==> config.mk <==
export PLATFORM = sky130hd
export DESIGN_NAME = ges_cell
export DESIGN_NICKNAME = d
export VERILOG_FILES = /design/src/design/ges_pkg.sv /design/src/design/ges_cell.sv
export SDC_FILE = /design/constraint.sdc
export NUM_CORES = 1
export LEC_CHECK = 0
export ABC_AREA = 1
export BUFFER_PORTS_ARGS = -buffer_cell sky130_fd_sc_hd__buf_2
export CAP_MARGIN = 20
export CORE_AREA = 3 3 98 119
export CTS_CLUSTER_SIZE = 10
export DETAILED_ROUTE_END_ITERATION = 8
export DIE_AREA = 0 0 101 122
export MAX_ROUTING_LAYER = met4
export PLACE_DENSITY_LB_ADDON = 0.1
export SLEW_MARGIN = 20
export SYNTH_ARGS = -nofsm -noshare
export SYNTH_HDL_FRONTEND = slang
export SYNTH_SLANG_ARGS = --single-unit
==> constraint.sdc <==
create_clock -name clk -period 3.9 [get_ports clk]
set_input_delay 0.39 -clock clk [delete_from_list [all_inputs] [get_ports clk]]
set_output_delay 0.39 -clock clk [all_outputs]
set_load 0.1 [all_outputs]
==> src/design/ges_pkg.sv <==
package ges_pkg;

	localparam int NumProcs = 32;
	localparam int PidW = 5;
	localparam int PrioW = 8;
	localparam int QuantW = 10;
	localparam int CountW = 16;
	localparam int GoodW = 11;
	localparam logic [QuantW-1:0] QuantMax = '1;
	localparam logic [CountW-1:0] CountMax = '1;

	localparam logic [2:0] OP_ADMIT = 3'd0;
	localparam logic [2:0] OP_RELEASE = 3'd1;
	localparam logic [2:0] OP_READY = 3'd2;
	localparam logic [2:0] OP_RESCHED = 3'd3;
	localparam logic [2:0] OP_PRIO = 3'd4;

	typedef struct packed {
		logic in_use;
		logic ready;
		logic [PrioW-1:0] base;
		logic [PrioW-1:0] eprio;
		logic [QuantW-1:0] quant;
		logic [CountW-1:0] count;
	} slot_t;

	// Candidate passed along the search chain.
	typedef struct packed {
		logic found;
		logic [PidW-1:0] pid;
		logic [GoodW-1:0] good;
		logic [CountW-1:0] count;
	} cand_t;

	// Command broadcast to every cell.
	typedef struct packed {
		logic admit;
		logic release_op;
		logic ready;
		logic unready;
		logic prio;
		logic epoch;
		logic charge;
		logic pick;
		logic [PidW-1:0] pid;
		logic [PrioW-1:0] prio_val;
		logic [QuantW-1:0] left;
		logic runnable;
	} cmd_t;

endpackage

==> src/design/ges_cell.sv <==
module ges_cell (
	input logic clk,
	input logic arst_n,
	input logic [ges_pkg::PidW-1:0] my_pid,
	input ges_pkg::cmd_t cmd,
	input ges_pkg::cand_t cand_in,
	output ges_pkg::cand_t cand_out,
	output ges_pkg::slot_t slot
);
	import ges_pkg::*;

	slot_t slot_q;
	cand_t cand_d, cand_q;
	logic hit;
	logic [GoodW-1:0] good;
	logic elig;
	logic [QuantW:0] qsum;

	assign hit = (cmd.pid == my_pid);
	assign slot = slot_q;
	assign cand_out = cand_q;
	assign good = GoodW'(slot_q.eprio) + GoodW'(slot_q.quant);
	assign elig = slot_q.in_use && slot_q.ready && (slot_q.quant != '0);
	assign qsum = (QuantW+1)'(slot_q.quant >> 1) + (QuantW+1)'(slot_q.base);

	always_comb begin
		cand_d = cand_in;
		if (elig && (!cand_in.found || good > cand_in.good ||
			(good == cand_in.good && slot_q.count < cand_in.count))) begin
			cand_d.found = 1'b1;
			cand_d.pid = my_pid;
			cand_d.good = good;
			cand_d.count = slot_q.count;
		end
	end

	always_ff @(posedge clk or negedge arst_n) begin
		if (!arst_n) begin
			slot_q <= '0;
			cand_q <= '0;
		end else begin
			cand_q <= cand_d;
			if (cmd.epoch) begin
				if (slot_q.in_use) begin
					slot_q.eprio <= slot_q.base;
					slot_q.quant <= qsum[QuantW] ? QuantMax : qsum[QuantW-1:0];
					slot_q.count <= '0;
				end
			end else if (hit) begin
				if (cmd.admit) begin
					slot_q <= '{in_use: 1'b1, ready: 1'b0, base: cmd.prio_val,
						eprio: '0, quant: '0, count: '0};
				end else if (cmd.release_op) begin
					slot_q.in_use <= 1'b0;
					slot_q.ready <= 1'b0;
				end else if (cmd.ready && slot_q.in_use) begin
					slot_q.ready <= 1'b1;
				end else if (cmd.prio && slot_q.in_use) begin
					slot_q.base <= cmd.prio_val;
				end else if (cmd.charge && slot_q.in_use) begin
					if (slot_q.quant > cmd.left) slot_q.quant <= cmd.left;
					slot_q.ready <= cmd.runnable;
				end else if (cmd.pick) begin
					slot_q.ready <= 1'b0;
					if (slot_q.count != CountMax) slot_q.count <= slot_q.count + 1'b1;
				end else if (cmd.unready) begin
					slot_q.ready <= 1'b0;
				end
			end
		end
	end
endmodule
After elaboration in Yosys (flattened, before gate mapping)
Cells that the tools add are included.
{ "word_totals": {"elab_cells": 80, "regBits": 77, "inputBits": 72} }
{ "classes": {"muxes": 26, "n_reduce_logical": 26, "eq_ne": 11, "add_sub_neg": 3, "magnitude_cmp": 3, "bitwise": 1} }
{ "ops": {"columns": ["operator", "n"], "rows": [
  ["$mux W26", 4],
  ["$mux W34", 3],
  ["$mux W16", 3],
  ["$mux W10", 4],
  ["$mux W33", 1],
  ["$mux W8", 4],
  ["$add A16 B1 Y16 const B", 1],
  ["$lt A16 B16 Y1", 1],
  ["$ne A16 B16 Y1 const B", 1],
  ["$reduce_bool A3 Y1", 4],
  ["$add A8 B10 Y11", 1],
  ["$eq A11 B11 Y1", 1],
  ["$gt A11 B11 Y1", 1],
  ["$add A9 B8 Y10", 1],
  ["$gt A10 B10 Y1", 1],
  ["$reduce_bool A10 Y1", 1],
  ["$ne A3 B3 Y1 const B", 3],
  ["$reduce_and A8 Y1", 1],
  ["$reduce_bool A2 Y1", 4],
  ["$logic_and A1 B1 Y1", 7],
  ["$mux W1", 7],
  ["$reduce_and A7 Y1", 1],
  ["$reduce_and A3 Y1", 2],
  ["$reduce_bool A6 Y1", 1],
  ["10 further kinds", 12]
]} }

Longest topological paths before layout
Gate-level depths: netlist (run 1).
{ "logic_depth": {"word_depth": 10, "depth_mapped": 21} }

Worst setup path before layout (run 1)
No wires, ideal clock.
{ "synth_timing": {"path_type": "register -> register", "start": "register slot_q (netlist bit slot[16])", "end": "register cand_q (netlist bit cand_out[5])", "required_ns": 3.779, "path_slack_ns": 0.456, "synth_period_minus_slack_ns": 3.444, "arrival_ns": 3.322, "path_buffers": 1, "path_stages_with_launch": 21, "path_cell_list": "dfrtp_1 -> ha_1 -> fa_1 -> nand3_1 -> nand2_1 -> nand2_1 -> nand2_1 -> xnor2_1 -> inv_1 -> ha_1 -> nand2_1 -> inv_1 -> nand2_1 -> inv_1 -> nand2_1 -> nand3_1 -> a21oi_1 -> nand2_4 -> buf_2 -> nand3_1 -> nand2_1"} }
{ "synth_rtl": {"columns": ["item", "line", "source"], "rows": [
  ["start, declared", "ges_cell.sv:12", "slot_t slot_q;"],
  ["start signal, assigned", "ges_cell.sv:51", "slot_q <= '{in_use: 1'b1, ready: 1'b0, base: cmd.prio_val,"],
  ["end signal, assigned", "ges_cell.sv:42", "cand_q <= cand_d;"],
  ["end, declared", "ges_cell.sv:13", "cand_t cand_d, cand_q;"]
]} }

==> results of run 1 <==
worst max-delay path: stages, from the launching register on:
cell     delay, ns
dfrtp_1       0.47
ha_1          0.29
fa_1          0.44
nand3_1       0.12
nand2_1       0.09
nand2_1       0.07
nand2_1       0.08
xnor2_1       0.14
inv_1         0.07
ha_1          0.32
nand2_1       0.06
inv_1         0.05
nand2_1       0.06
nor2_1        0.10
nand2_1       0.06
nand3_1       0.06
a21oi_1       0.09
nand2_4       0.34
nand2_8       0.23
nand2_1       0.13
nand2_1       0.07
flip-flops by register name, summed over array words and instances, names as in the netlist:
register  cells
cand_out     33
slot         44
routing by layer:
layer	part of all wire	routed length [um]	vias up	GRT usage
met1	0.40	6700	2622	0.344
met3	0.054	891	25	0.0378
li1	-	-	2813	-
met5	0	0	-	-
met4	0.021	349	0	0.0865
met2	0.52	8600	193	0.491
power breakdown:
group	total (mW)	leakage (nW)	internal (mW)	switching [mW]
Clock	0.788	0.136	0.450	0.339
Sequential	1.17	0.934	0.954	0.217
Combinational	3.45	2.84	0.881	2.57
stage by stage:
step	worst slack (ns)	power [mW]	cells
6_report	0.382	5.41	1062
4_1_cts	0.375	5.42	1062
5_1_grt	0.0669	5.81	1062
3_5_place_dp	0.401	4.62	1046
3_3_place_gp	0.448	4.56	1046
2_1_floorplan	0.456	3.86	785
layout by cell type (no fill, tap or decap), types with 6 or more instances in the layout:
master / synthesis / layout
nor4_1: 6 / 6
dfrtp_1: 77 / 77
xnor2_1: 6 / 6
buf_2: 10 / 147
nand4_1: 9 / 9
nand3_1: 68 / 68
nand2_1: 253 / 253
nand2_2: 6 / 6
xor2_1: 11 / 11
clkbuf_16: 0 / 9
buf_4: 2 / 6
nor2_1: 56 / 56
inv_1: 101 / 101
ha_1: 53 / 53
o21ai_0: 28 / 28
nor3_1: 11 / 11
a21oi_1: 37 / 37
cell type report:
type                            instances  area, um^2
Clock buffer                           11         243
Tap cell                              129         161
Timing Repair Buffer                  153         781
Sequential cell                        77        1930
Multi-Input combinational cell        582        3200
Fill cell                             982        3820
Inverter                              105         395
Clock inverter                          5        35.0
how the worst max path moves through the flow:
stage,to,cells after the start
final,cand_out[20],20
after global routing,cand_out[9],20
after CTS,cand_out[20],20
after detailed placement,cand_out[20],20
after global placement,cand_out[30],20
after floorplan,cand_out[5],20
kinds of logic (layout without fill, tap and decap cells):
family,Yosys count,after routing,synth area share
AOI/OAI and AO/OA,83,83,0.0850
xor gates and xnor gates,17,17,0.0263
DFF,77,77,0.340
buffers and inverters,126,274,0.0951
and+or+nand+nor,427,427,0.330
adders and majority gates,55,55,0.124
==> impl_metrics.py, run 1 <==
metrics = {
    "yosys": {
        "syn_area_per_cell_um2": 7.22,
        "synth_top_area_frac": 0.340,
        "synth_top_cells_by_area": "dfrtp_1, nand2_1, ha_1, inv_1, nand3_1",
        "ys_warn_count": 0,
        "syn_nets": 912,
        "synthArstFlopShare": 1.00,
        "syn_inst": 785,
        "synth_area_um2": 5670,
        "synth_top_flop_cell": "dfrtp_1",
        "synth_area_leader_cell": "dfrtp_1",
        "seq_area_frac_synth": 0.340,
        "ys_types": 45,
        "yosysMostFrequentCell": "nand2_1",
        "synth-edff-count": 0,
        "synth_common_cells": "nand2_1, inv_1, dfrtp_1",
        "yosys_register_bits": 77,
    },
    "final_layout": {
        "nets": 1055,
        "synthToLayoutAreaGrowth_pct": 19.0,
        "final_util": 0.638,
        "final_area_um2": 6750,
        "drive_above_1_share": 0.209,
        "diodes": 0,
    },
    "setup_path": {
        "cp-end-kind": "flip-flop",
        "arrival_ns": 3.73,
        "startpoint": "slot[16]",
        "worst-path-max-fanout": 33,
        "crit_type": "flip-flop to flip-flop",
        "r2r-start": "slot[16]",
        "rr_endpoint": "cand_out[20]",
        "rr_worst_depth": 20,
        "critPathRequiredTime_ns": 4.11,
        "regToRegSetupSlack_ns": 0.38,
        "start_kind": "flip-flop",
    },
    "timing": {
        "worst_pin_slew_ns": 1.12,
        "setup_viol": 0,
        "max_freq_mhz": 284,
        "period_share": 0.902,
        "finClkSkew_ns": 0.00909,
        "maxSlewViolCount": 0,
        "hold_violations": 0,
        "period_minus_slack_ns": 3.52,
        "final.setup.tns_ns": 0,
        "rsz0062_at_grt": "false",
        "slew_headroom": 0.255,
        "hold_slack_ns": 0.217,
    },
    "floorplanning": {
        "coreArea_um2": 10600,
        "pin_count": 149,
        "rows": 41,
        "die_h_um": 122,
        "die_area_um2": 12300,
        "start_util": 0.536,
        "die_x_um": 101,
    },
    "detailed_routing": {
        "drt_pass1_iterations": 5,
        "first_iter_violations": 287,
        "drc": 0,
        "num_vias": 5653,
        "antenna_left": 0,
        "viasPerCell": 5.32,
        "finalWirelength_mm": 16.5,
        "routedWlPerCell_um": 15.6,
    },
    "clocking": {
        "cts_setup_buffers": 0,
        "hold_buffers": 0,
        "cts_root_buf": "clkbuf_16",
        "clockBufferDepth": 2,
        "cts.repair.resized": 0,
        "cts_sinks": 77,
        "htreeDepth": 3,
        "numCtsBuffers": 9,
        "clk-insertion-delay-late_ns": 0.33,
        "clk_pin_slew_ns": 0.06,
        "cts_tree": "built",
    },
    "run": {
        "cap_violations": 0,
    },
    "global_routing": {
        "globalRouteOverflowTotal": 0,
        "grt.total_usage": 0.284,
        "grt_max_degree": 78,
        "first_global_vias": 5635,
        "antenna_found_initial": 0,
        "grt_pass1_wl_mm": 26.9,
    },
    "power": {
        "leakagePower_nw": 3.91,
        "power_density_nw_per_um2": 802,
        "vdd_ir_drop_max_v": 0.000778,
    },
    "placement": {
        "gp_congestion": 0.963,
        "placed_area_um2": 6470,
        "post-dp-hpwl_mm": 12.8,
        "io_buffers": 148,
    },
    "hold_path": {
        "hold_class": "input port to async pin",
    },
    "status": {
        "status": "finished clean",
    },
}
No activity file was read; power rests on OpenSTA's default activity.
==> run 2: changes to the inputs <==
- REMOVE_ABC_BUFFERS: default -> 1
- SLEW_MARGIN: 20 -> 15
==> run 2 against run 1 <==
Against the previous run:
- sequential cell count is the same
- cell count unchanged
- via count is 0.42% lower
- setup slack gained 0.12 ns
- routed wire length decreased by 4.4%
- register-to-register slack gained 0.12 ns
- maximum frequency rose by 3.6%
- largest cell class unchanged
- highest routed layer unchanged
==> impl_metrics.py, run 2 (synthesized netlist as in run 1, its figures left out) <==
metrics = {
    "clocking": {
        "cts_setup_buffers": 0,
        "clk-insertion-delay-late_ns": 0.34,
        "cts.repair.resized": 0,
        "clockBufferDepth": 2,
        "clk_pin_slew_ns": 0.06,
        "htreeDepth": 3,
        "cts_root_buf": "clkbuf_16",
        "numCtsBuffers": 9,
        "cts_sinks": 77,
        "hold_buffers": 0,
        "cts_tree": "built",
    },
    "final_layout": {
        "largest_reg_flops": 44,
        "nets": 1055,
        "final_cell_mix": "nand2_1, buf_2, inv_1",
        "final_util": 0.644,
        "synthToLayoutAreaGrowth_pct": 20.0,
        "drive_above_1_share": 0.210,
        "diodes": 0,
        "final_cells": 1062,
        "nFillCells": 929,
        "layout_commonest_cell": "nand2_1",
    },
    "timing": {
        "max_freq_mhz": 295,
        "hold_violations": 0,
        "maxSlewViolCount": 0,
        "period_minus_slack_ns": 3.40,
        "rsz0062_at_grt": "false",
        "worst_pin_slew_ns": 1.09,
        "slew_headroom": 0.274,
        "period_share": 0.871,
        "finClkSkew_ns": 0.00742,
        "final.setup.tns_ns": 0,
        "fin_ws_ns": 0.505,
        "setup_viol": 0,
        "hold_slack_ns": 0.199,
    },
    "power": {
        "power_density_nw_per_um2": 816,
        "power_frac_comb": 0.621,
        "p_switching_mw": 3.12,
        "switching_share": 0.562,
        "seq_power_share": 0.210,
        "internal-power_mw": 2.43,
        "vdd_ir_drop_max_v": 0.000647,
        "p_clk_frac": 0.169,
        "leakagePower_nw": 3.94,
    },
    "detailed_routing": {
        "routedWlPerCell_um": 14.9,
        "drc": 0,
        "antenna_left": 0,
        "viasPerCell": 5.30,
        "finalWirelength_mm": 15.8,
        "drt_pass1_iterations": 5,
        "first_iter_violations": 248,
        "num_vias": 5629,
    },
    "run": {
        "cap_violations": 0,
    },
    "placement": {
        "dpl.cell_count": 1046,
        "gp_congestion": 0.961,
        "io_buffers": 148,
        "post-place-ws_ns": 0.501,
        "post-dp-hpwl_mm": 12.2,
    },
    "floorplanning": {
        "start_util": 0.536,
        "die_area_um2": 12300,
        "rows": 41,
        "pin_count": 149,
        "coreArea_um2": 10600,
        "die_h_um": 122,
        "die_x_um": 101,
    },
    "setup_path": {
        "worst-path-max-fanout": 33,
        "r2r-start": "slot[16]",
        "cp-end-kind": "flip-flop",
        "start_kind": "flip-flop",
        "arrival_ns": 3.66,
        "regToRegSetupSlack_ns": 0.50,
        "rr_worst_depth": 20,
        "critPathRequiredTime_ns": 4.17,
        "crit_type": "flip-flop to flip-flop",
        "rr_endpoint": "cand_out[8]",
    },
    "global_routing": {
        "grt_max_degree": 78,
        "globalRouteOverflowTotal": 0,
        "first_global_vias": 5486,
        "grt.total_usage": 0.271,
        "grt_pass1_wl_mm": 25.6,
        "antenna_found_initial": 0,
    },
    "hold_path": {
        "hold_class": "input port to async pin",
    },
    "status": {
        "status": "finished clean",
    },
}
==> run 2: cell types whose count changed in the layout (fill, tap and decap cells not counted), sizes merged <==
cell	before	now
bufinv	0	2
clkinv	4	2
==> run 2: through the flow <==
step	total power [mW]	cell area [um^2]
final	5.55	6800
after global routing	5.91	6800
after CTS	5.54	6800
after detailed placement	4.59	6470
after global placement	4.52	6470
after floorplan	3.79	5530
==> run 2: critical path, cell delays in order (launching register included) <==
cell     delay (ns)
dfrtp_1        0.43
ha_1           0.26
fa_1           0.44
nand3_1        0.12
nand2_1        0.08
nand2_1        0.07
nand2_1        0.07
xnor2_1        0.14
inv_1          0.08
ha_1           0.31
nand2_1        0.08
inv_1          0.04
nand2_1        0.08
inv_1          0.04
nand2_1        0.06
nand3_1        0.07
a21oi_1        0.22
nand2_4        0.29
nand2_8        0.29
nand2_1        0.08
nand2_1        0.07
==> run 2: final cells by class <==
type	instances	area (um^2)	area share
clock inverters	5	81.3	0.0120
flip-flops and latches	77	1930	0.283
clock buffers	11	253	0.0372
well taps	129	161	0.0237
repair buffers	153	781	0.115
inverters	105	395	0.0581
multi-input cells	582	3200	0.471
==> run 2: power groups by stage <==
stage	clock, mW	combinational [mW]	sequential, mW
floorplan	0	1.52	2.27
global placement	0	3.34	1.18
detailed placement	0	3.41	1.18
CTS	0.944	3.43	1.17
global route	0.973	3.75	1.18
finish	0.936	3.45	1.17
==> run 2: worst max path at each step <==
stage          slack [ns]      from  depth (start not counted)      endpoint
6_report             0.50  slot[16]                         20   cand_out[8]
3_5_place_dp         0.50  slot[16]                         20  cand_out[20]
3_3_place_gp         0.70  slot[16]                         20   cand_out[2]
4_1_cts              0.52  slot[16]                         20  cand_out[20]
5_1_grt              0.18  slot[16]                         20  cand_out[26]
2_1_floorplan        0.40  slot[16]                         20   cand_out[2]
==> run 2: metal layers <==
layer  share of wire  up-vias  global-route usage
li1                -     2812                   -
met1            0.41     2582               0.314
met2            0.49      199               0.460
met4           0.036        0               0.124
met3           0.062       36              0.0424
met5               0        -                   -
